[src/rtl/core/dspv_pkg.sv]
`default_nettype none
// ----------------------------------------------------------------------------
// dspv_pkg: shared types and constants for the date string parser
// Transaction payload structs, character codes and small calendar helpers.
// ----------------------------------------------------------------------------
package dspv_pkg;

    // Input transaction: one ASCII character plus end-of-string marker
    typedef struct packed {
        logic [7:0] char_code;
        logic       last;
    } t_dspv_in;

    // Output transaction: parsed fields and calendar check
    typedef struct packed {
        logic [15:0] day_value;
        logic [15:0] month_value;
        logic [15:0] year_value;
        logic        date_valid;
    } t_dspv_out;

    // Character codes
    localparam logic [7:0] CHAR_NUL   = 8'h00;
    localparam logic [7:0] CHAR_TAB   = 8'h09;
    localparam logic [7:0] CHAR_CR    = 8'h0D;
    localparam logic [7:0] CHAR_SPACE = 8'h20;
    localparam logic [7:0] CHAR_PLUS  = 8'h2B;
    localparam logic [7:0] CHAR_MINUS = 8'h2D;
    localparam logic [7:0] CHAR_DOT   = 8'h2E;
    localparam logic [7:0] CHAR_ZERO  = 8'h30;
    localparam logic [7:0] CHAR_NINE  = 8'h39;

    // Output field ceiling
    localparam logic [15:0] OUT_MAX = 16'hFFFF;

    // Field indexes
    localparam logic [1:0] FIELD_DAY   = 2'd0;
    localparam logic [1:0] FIELD_MONTH = 2'd1;
    localparam logic [1:0] FIELD_YEAR  = 2'd2;
    localparam logic [1:0] FIELD_EXTRA = 2'd3;

    // Month numbers with 30 days, and February
    localparam logic [3:0] MON_FEB = 4'd2;
    localparam logic [3:0] MON_APR = 4'd4;
    localparam logic [3:0] MON_JUN = 4'd6;
    localparam logic [3:0] MON_SEP = 4'd9;
    localparam logic [3:0] MON_NOV = 4'd11;

    // Residue mod 25 of a value below 256 (reciprocal multiply, exact here)
    function automatic logic [4:0] mod25(input logic [7:0] v);
        logic [15:0] prod;
        logic [4:0]  q;
        logic [7:0]  qx25;
        prod = 16'(v) * 16'd41;
        q    = prod[14:10];
        qx25 = 8'(q) * 8'd25;
        return 5'(v - qx25);
    endfunction

    // Days in a month (month already known to be 1..12)
    function automatic logic [4:0] month_len(input logic [3:0] m, input logic leap);
        logic [4:0] len;
        len = 5'd31;
        if (m == MON_FEB) begin
            len = leap ? 5'd29 : 5'd28;
        end else if (m == MON_APR || m == MON_JUN || m == MON_SEP || m == MON_NOV) begin
            len = 5'd30;
        end
        return len;
    endfunction

endpackage
`default_nettype wire

[src/rtl/core/date_string_parse_validate.sv]
`default_nettype none
// ----------------------------------------------------------------------------
// date_string_parse_validate: day.month.year text parser and date checker
// Streams ASCII characters, parses up to three atoi-style fields and checks
// the result against the Gregorian calendar.
// ----------------------------------------------------------------------------
// The block takes one character per cycle, back to back, on the input
// channel; '.' or a zero byte closes a field. A character marked last
// produces one output transaction, registered in the cycle after that
// character is accepted: day, month and year magnitudes (saturated at 65535)
// plus a validity flag. All parse state returns to reset after it. The
// digit accumulate is one multiply-by-ten and add per cycle; the year's
// residue mod 25 is tracked alongside it so the leap test needs no divider.
// Non-last characters are accepted even while a result waits in the output
// register; a last character waits only until that register drains.
// ----------------------------------------------------------------------------
module date_string_parse_validate #(
    parameter int FIELD_WIDTH = 16
) (
    input  wire                  i_clk,
    input  wire                  i_rst_n,
    input  wire                  i_in_valid,
    output logic                 o_in_ready,
    input  dspv_pkg::t_dspv_in   i_in_data,
    output logic                 o_out_valid,
    input  wire                  i_out_ready,
    output dspv_pkg::t_dspv_out  o_out_data
);
    import dspv_pkg::*;

    localparam int                     EXT_W     = (FIELD_WIDTH > 16) ? FIELD_WIDTH : 16;
    localparam logic [FIELD_WIDTH-1:0] FIELD_MAX = {FIELD_WIDTH{1'b1}};
    localparam logic [4:0]             SAT_MOD25 =
        5'(((64'd1 << FIELD_WIDTH) - 64'd1) % 64'd25);

    // Parse state
    logic [1:0]             r_field_count, n_field_count;
    logic [2:0]             r_fields_seen, n_fields_seen;
    logic [FIELD_WIDTH-1:0] r_acc, n_acc;
    logic [4:0]             r_acc_mod25, n_acc_mod25;
    logic                   r_started, n_started;
    logic                   r_stopped, n_stopped;
    logic                   r_neg, n_neg;
    logic [FIELD_WIDTH-1:0] r_day_mag, n_day_mag;
    logic [FIELD_WIDTH-1:0] r_mon_mag, n_mon_mag;
    logic [FIELD_WIDTH-1:0] r_year_mag, n_year_mag;
    logic                   r_day_neg, n_day_neg;
    logic                   r_mon_neg, n_mon_neg;
    logic                   r_year_neg, n_year_neg;
    logic [4:0]             r_year_mod25, n_year_mod25;

    // Output register
    logic      r_out_valid;
    t_dspv_out r_out_data;

    logic                   in_fire;
    logic [7:0]             ch;
    logic                   is_term, is_digit, is_space, is_sign;
    logic [3:0]             digit;
    logic [FIELD_WIDTH+3:0] acc_x10;
    logic [7:0]             res_x10;
    logic                   leap, month_ok, date_ok;
    t_dspv_out              res;

    assign in_fire    = i_in_valid && o_in_ready;
    assign o_in_ready = !r_out_valid || i_out_ready || !i_in_data.last;

    // Character classes
    assign ch       = i_in_data.char_code;
    assign is_term  = (ch == CHAR_DOT) || (ch == CHAR_NUL);
    assign is_digit = (ch >= CHAR_ZERO) && (ch <= CHAR_NINE);
    assign is_space = (ch == CHAR_SPACE) || ((ch >= CHAR_TAB) && (ch <= CHAR_CR));
    assign is_sign  = (ch == CHAR_PLUS) || (ch == CHAR_MINUS);
    assign digit    = 4'(ch - CHAR_ZERO);

    // Multiply-by-ten and add, with residue mod 25 kept in step
    assign acc_x10 = ({4'd0, r_acc} << 3) + ({4'd0, r_acc} << 1) + (FIELD_WIDTH+4)'(digit);
    assign res_x10 = (8'(r_acc_mod25) << 3) + (8'(r_acc_mod25) << 1) + 8'(digit);

    // Next parse state
    always_comb begin
        n_field_count = r_field_count;
        n_fields_seen = r_fields_seen;
        n_acc         = r_acc;
        n_acc_mod25   = r_acc_mod25;
        n_started     = r_started;
        n_stopped     = r_stopped;
        n_neg         = r_neg;
        n_day_mag     = r_day_mag;
        n_mon_mag     = r_mon_mag;
        n_year_mag    = r_year_mag;
        n_day_neg     = r_day_neg;
        n_mon_neg     = r_mon_neg;
        n_year_neg    = r_year_neg;
        n_year_mod25  = r_year_mod25;
        if (is_term) begin
            // Close the current field
            case (r_field_count)
                FIELD_DAY: begin
                    n_day_mag = r_acc;
                    n_day_neg = r_neg;
                end
                FIELD_MONTH: begin
                    n_mon_mag = r_acc;
                    n_mon_neg = r_neg;
                end
                FIELD_YEAR: begin
                    n_year_mag   = r_acc;
                    n_year_neg   = r_neg;
                    n_year_mod25 = r_acc_mod25;
                end
                default: begin
                end
            endcase
            if (r_field_count != FIELD_EXTRA) begin
                n_field_count = r_field_count + 2'd1;
            end
            if (r_fields_seen != 3'd7) begin
                n_fields_seen = r_fields_seen + 3'd1;
            end
            n_acc       = '0;
            n_acc_mod25 = '0;
            n_started   = 1'b0;
            n_stopped   = 1'b0;
            n_neg       = 1'b0;
        end else if (!r_stopped) begin
            if (is_digit) begin
                if (acc_x10[FIELD_WIDTH+3:FIELD_WIDTH] != 4'd0) begin
                    n_acc       = FIELD_MAX;
                    n_acc_mod25 = SAT_MOD25;
                end else begin
                    n_acc       = acc_x10[FIELD_WIDTH-1:0];
                    n_acc_mod25 = mod25(res_x10);
                end
                n_started = 1'b1;
            end else if (!r_started) begin
                if (is_sign) begin
                    n_neg     = (ch == CHAR_MINUS);
                    n_started = 1'b1;
                end else if (!is_space) begin
                    n_stopped = 1'b1;
                end
            end else begin
                n_stopped = 1'b1;
            end
        end
    end

    // Calendar check on the fields as they stand after this character
    always_comb begin
        logic div4, div16, div25;
        logic [EXT_W-1:0] day_x, mon_x, year_x;
        div4     = (n_year_mag[1:0] == 2'd0);
        div16    = (n_year_mag[3:0] == 4'd0);
        div25    = (n_year_mod25 == 5'd0);
        leap     = (div4 && !div25) || (div16 && div25);
        month_ok = (n_mon_mag >= FIELD_WIDTH'(1)) && (n_mon_mag <= FIELD_WIDTH'(12));
        date_ok  = (n_fields_seen >= 3'd3)
                && !(n_day_neg && (n_day_mag != '0))
                && !(n_mon_neg && (n_mon_mag != '0))
                && !(n_year_neg && (n_year_mag != '0))
                && (n_year_mag != '0)
                && (n_day_mag != '0)
                && month_ok
                && (n_day_mag <= FIELD_WIDTH'(month_len(n_mon_mag[3:0], leap)));
        day_x  = EXT_W'(n_day_mag);
        mon_x  = EXT_W'(n_mon_mag);
        year_x = EXT_W'(n_year_mag);
        res.day_value   = (day_x > EXT_W'(OUT_MAX)) ? OUT_MAX : day_x[15:0];
        res.month_value = (mon_x > EXT_W'(OUT_MAX)) ? OUT_MAX : mon_x[15:0];
        res.year_value  = (year_x > EXT_W'(OUT_MAX)) ? OUT_MAX : year_x[15:0];
        res.date_valid  = date_ok;
    end

    // Parse state registers; a last character restarts the parser
    always_ff @(posedge i_clk) begin
        if (!i_rst_n || (in_fire && i_in_data.last)) begin
            r_field_count <= FIELD_DAY;
            r_fields_seen <= '0;
            r_acc         <= '0;
            r_acc_mod25   <= '0;
            r_started     <= 1'b0;
            r_stopped     <= 1'b0;
            r_neg         <= 1'b0;
            r_day_mag     <= '0;
            r_mon_mag     <= '0;
            r_year_mag    <= '0;
            r_day_neg     <= 1'b0;
            r_mon_neg     <= 1'b0;
            r_year_neg    <= 1'b0;
            r_year_mod25  <= '0;
        end else if (in_fire) begin
            r_field_count <= n_field_count;
            r_fields_seen <= n_fields_seen;
            r_acc         <= n_acc;
            r_acc_mod25   <= n_acc_mod25;
            r_started     <= n_started;
            r_stopped     <= n_stopped;
            r_neg         <= n_neg;
            r_day_mag     <= n_day_mag;
            r_mon_mag     <= n_mon_mag;
            r_year_mag    <= n_year_mag;
            r_day_neg     <= n_day_neg;
            r_mon_neg     <= n_mon_neg;
            r_year_neg    <= n_year_neg;
            r_year_mod25  <= n_year_mod25;
        end
    end

    // Output register
    always_ff @(posedge i_clk) begin
        if (!i_rst_n) begin
            r_out_valid <= 1'b0;
        end else if (in_fire && i_in_data.last) begin
            r_out_valid <= 1'b1;
        end else if (i_out_ready) begin
            r_out_valid <= 1'b0;
        end
    end

    always_ff @(posedge i_clk) begin
        if (in_fire && i_in_data.last) begin
            r_out_data <= res;
        end
    end

    assign o_out_valid = r_out_valid;
    assign o_out_data  = r_out_data;

endmodule
`default_nettype wire

[config.mk]
export PLATFORM = sky130hd
export DESIGN_NAME = date_string_parse_validate
export DESIGN_NICKNAME = d
export VERILOG_FILES = /design/src/rtl/core/dspv_pkg.sv /design/src/rtl/core/date_string_parse_validate.sv
export SDC_FILE = /design/constraint.sdc
export NUM_CORES = 1
export LEC_CHECK = 0
export ABC_AREA = 0
export BUFFER_PORTS_ARGS = -buffer_cell sky130_fd_sc_hd__buf_4
export CAP_MARGIN = 20
export CORE_UTILIZATION = 50
export CTS_BUF_LIST = sky130_fd_sc_hd__clkbuf_4 sky130_fd_sc_hd__clkbuf_8
export DETAILED_ROUTE_END_ITERATION = 6
export MAX_ROUTING_LAYER = met4
export PLACE_DENSITY = 0.69
export SKIP_LAST_GASP = 1
export SLEW_MARGIN = 0
export SYNTH_ARGS = -nofsm -noshare
export SYNTH_HDL_FRONTEND = slang
export SYNTH_SLANG_ARGS = --single-unit
[constraint.sdc]
create_clock -name i_clk -period 19.4 [get_ports i_clk]
set_input_delay 5.82 -clock i_clk [delete_from_list [all_inputs] [get_ports i_clk]]
set_output_delay 5.82 -clock i_clk [all_outputs]
set_load 0.02 [all_outputs]
==> results.yml <==
run_status:
  run_status: "finished clean"
cts:
  cts.path.max_buffers: 2
  cts_resized: 0
  clock_latency_ns: 0.44
  postCtsHoldBufs: 0
  cts_tree: "built"
  path_clk_slew_ns: 0.07
  cts-htree-levels: 4
  cts_buffers: 17
  clockRootBuffer: "clkbuf_8"
  postCtsSetupBuffers: 0
  clock-sinks: 135
timing:
  setup_slack_ns: 7.27
  min_period_over_period_pct: 62.5
  worst_hold_slack_ns: 0.481
  period_minus_slack_ns: 12.13
  grt_setup_unrepaired: "false"
  setup_viol: 0
  hold_viol: 0
  slew_viol_final: 0
  skew_ns: 0.0118
  slew_headroom_pct: 36.0
  max_freq_mhz: 82.5
  tightest_slew_ns: 0.961
  tns_ns: 0
setup_path:
  reg2reg_from: "r_acc_mod25[0]"
  worst_setup_path_end_kind: "output pin"
  cp.required_ns: 13.58
  worstPathMaxFanout: 4
  cp.arrival_ns: 6.31
  rr_worst_depth: 22
  cp-startpoint: "i_out_ready"
  startpoint_type: "primary input"
  worst-setup-path-type: "in -> out"
floorplan:
  die-area_um2: 15900
  std_cell_rows: 45
  coreArea_um2: 15100
  ios: 64
  initial_core_util_pct: 51.0
  die_h_um: 126
  chipWidth_um: 126
yosys:
  yosys_warnings: 0
  yosys-top-cells-area: "dfxtp_1, edfxtp_1, ha_1"
  synth-seq-cells: 135
  synth_ff_type: "dfxtp_1"
  yosysSeqAreaShare_pct: 41.4
  yosysTopAreaCell: "dfxtp_1"
  syn-num-nets: 885
  yosysTopAreaCellShare_pct: 22.3
  syn_inst: 787
  synth_cell_types: 62
  synth_area_um2: 7720
  async_flop_share_pct: 0
  synth_edf_count: 49
  synth_area_per_cell_um2: 9.81
grt:
  overflow: 0
  grt_pass1_vias: 5808
  grt_max_degree: 86
  grt.total_usage_pct: 23.5
  antenna_found_initial: 0
  grt_pass1_wl_um: 28600
detailed_routing:
  vias_per_cell: 5.84
  routed_wl_um: 17500
  wl_per_cell_um: 16.8
  vias: 6096
  drc: 0
  drtIter0Drc: 468
  drt-pass1-iter-count: 6
  drtAntennaViolNets: 0
placement:
  placed_area_um2: 8340
  dp_cells: 1011
  port_buffers: 63
  post-place-ws_ns: 7.27
  place_hpwl_um: 12200
  place_congestion: 0.841
finish:
  drive_above_1_share_pct: 15.9
  layout_commonest_cell: "nor2_1"
  utilization_pct: 57.7
  antenna_cells: 0
  fin_nets: 940
  postLayoutCellArea_um2: 8740
  final_cell_mix: "nor2_1, dfxtp_1, ha_1, buf_4, edfxtp_1"
  fin_cells: 1043
  area_delta_synth_final_pct: 13.2
power_and_ir_drop:
  p_per_area_nw_per_um2: 70.7
  clock_power_share_pct: 38.1
  p_sw_share_pct: 26.6
  power_uw: 618
  seqPwrFrac_pct: 50.3
  combPwrFrac_pct: 11.6
  p_sw_uw: 164
  leakage_nw: 4.14
  vdd_drop_max_mv: 0.0493
  p_int_uw: 454
flow_run:
  drv_cap: 0
worst_hold_path:
  holdCritStartpoint: "r_year_mod25[3]"
  worstHoldPathType: "reg -> reg"
  holdPathStages: 2
==> power by group through the flow <==
stage / combinational (mW) / clock [mW] / sequential [mW]
6_report: 0.0717 / 0.235 / 0.311
3_5_place_dp: 0.0712 / 0 / 0.318
3_3_place_gp: 0.0682 / 0 / 0.317
4_1_cts: 0.0717 / 0.240 / 0.311
2_1_floorplan: 0.0422 / 0 / 0.323
5_1_grt: 0.0790 / 0.254 / 0.312
==> path summary, 6_finish.rpt <==
| kind | endpoint | slack, ns |
|---|---|---|
| min | r_year_mod25[3] | 0.48 |
| min reg2reg | r_year_mod25[3] | 0.48 |
| max reg2reg | r_acc_mod25[4] | 13.01 |
| max | o_in_ready | 7.27 |
==> cells in the mapped netlist, types with 2 or more instances <==
master     instances
nor2_1           117
dfxtp_1           86
ha_1              78
edfxtp_1          49
a21oi_1           47
inv_1             47
nor3_1            35
a211oi_1          34
mux2i_1           31
nand2_1           31
clkbuf_1          25
o21ai_0           23
o21a_1            19
xnor2_1           19
mux2_2            18
nand4_1           10
nor4_1            10
xor2_1             9
a21o_1             8
fa_1               7
nand2b_1           7
buf_2              6
nand3b_1           5
o211ai_1           5
a31oi_1            4
nand3_1            4
o21bai_1           4
buf_6              3
nor2b_1            3
o2111ai_1          3
a211oi_2           2
a41oi_1            2
and2_1             2
and4_1             2
nor4_4             2
o211ai_2           2
o21ai_1            2
or4_1              2
==> cell families (layout without fill, tap and decap cells) <==
group | count (synthesis) | after routing | synth area share, %
simple gates | 239 | 239 | 14.8
compound gates | 167 | 167 | 14.8
flops | 135 | 135 | 41.4
fa+ha+maj | 85 | 85 | 14.5
buf+inv | 82 | 150 | 4.38
mux | 50 | 50 | 6.79
xor+xnor | 29 | 29 | 3.47
==> flip-flops by register name, indices dropped and copies added (netlist names) <==
name and count:
r_stopped 1, r_year_mag 16, r_day_mag 16, r_mon_neg 1, r_field_count 2, r_mon_mag 16, o_out_data 49, r_year_neg 1
r_day_neg 1, r_year_mod25 5, r_fields_seen 3, o_out_valid 1, r_neg 1, r_started 1, r_acc_mod25 5, r_acc 16
==> layer usage <==
metal / track usage, % / share of wire (%) / vias up
met3: 4.76 / 5.9 / 26
li1: - / - / 2965
met4: 6.24 / 1.4 / 0
met1: 29.3 / 45 / 2891
met2: 38.7 / 48 / 214
met5: - / 0 / -
==> critical path, cell delays in order <==
cell and delay, ns:
buf_4 0.11, nand3b_1 0.19, buf_4 0.19
==> area by class of cell <==
type                    instances  area (um^2)
repair buffers                 71          533
clock buffers                  19          255
multi-input cells             570         4200
fillers                      1291         6410
inverters                      47          176
well taps                     188          235
clock inverters                13          146
flip-flops and latches        135         3190
Note: power is estimated with default switching activity, not from simulation.
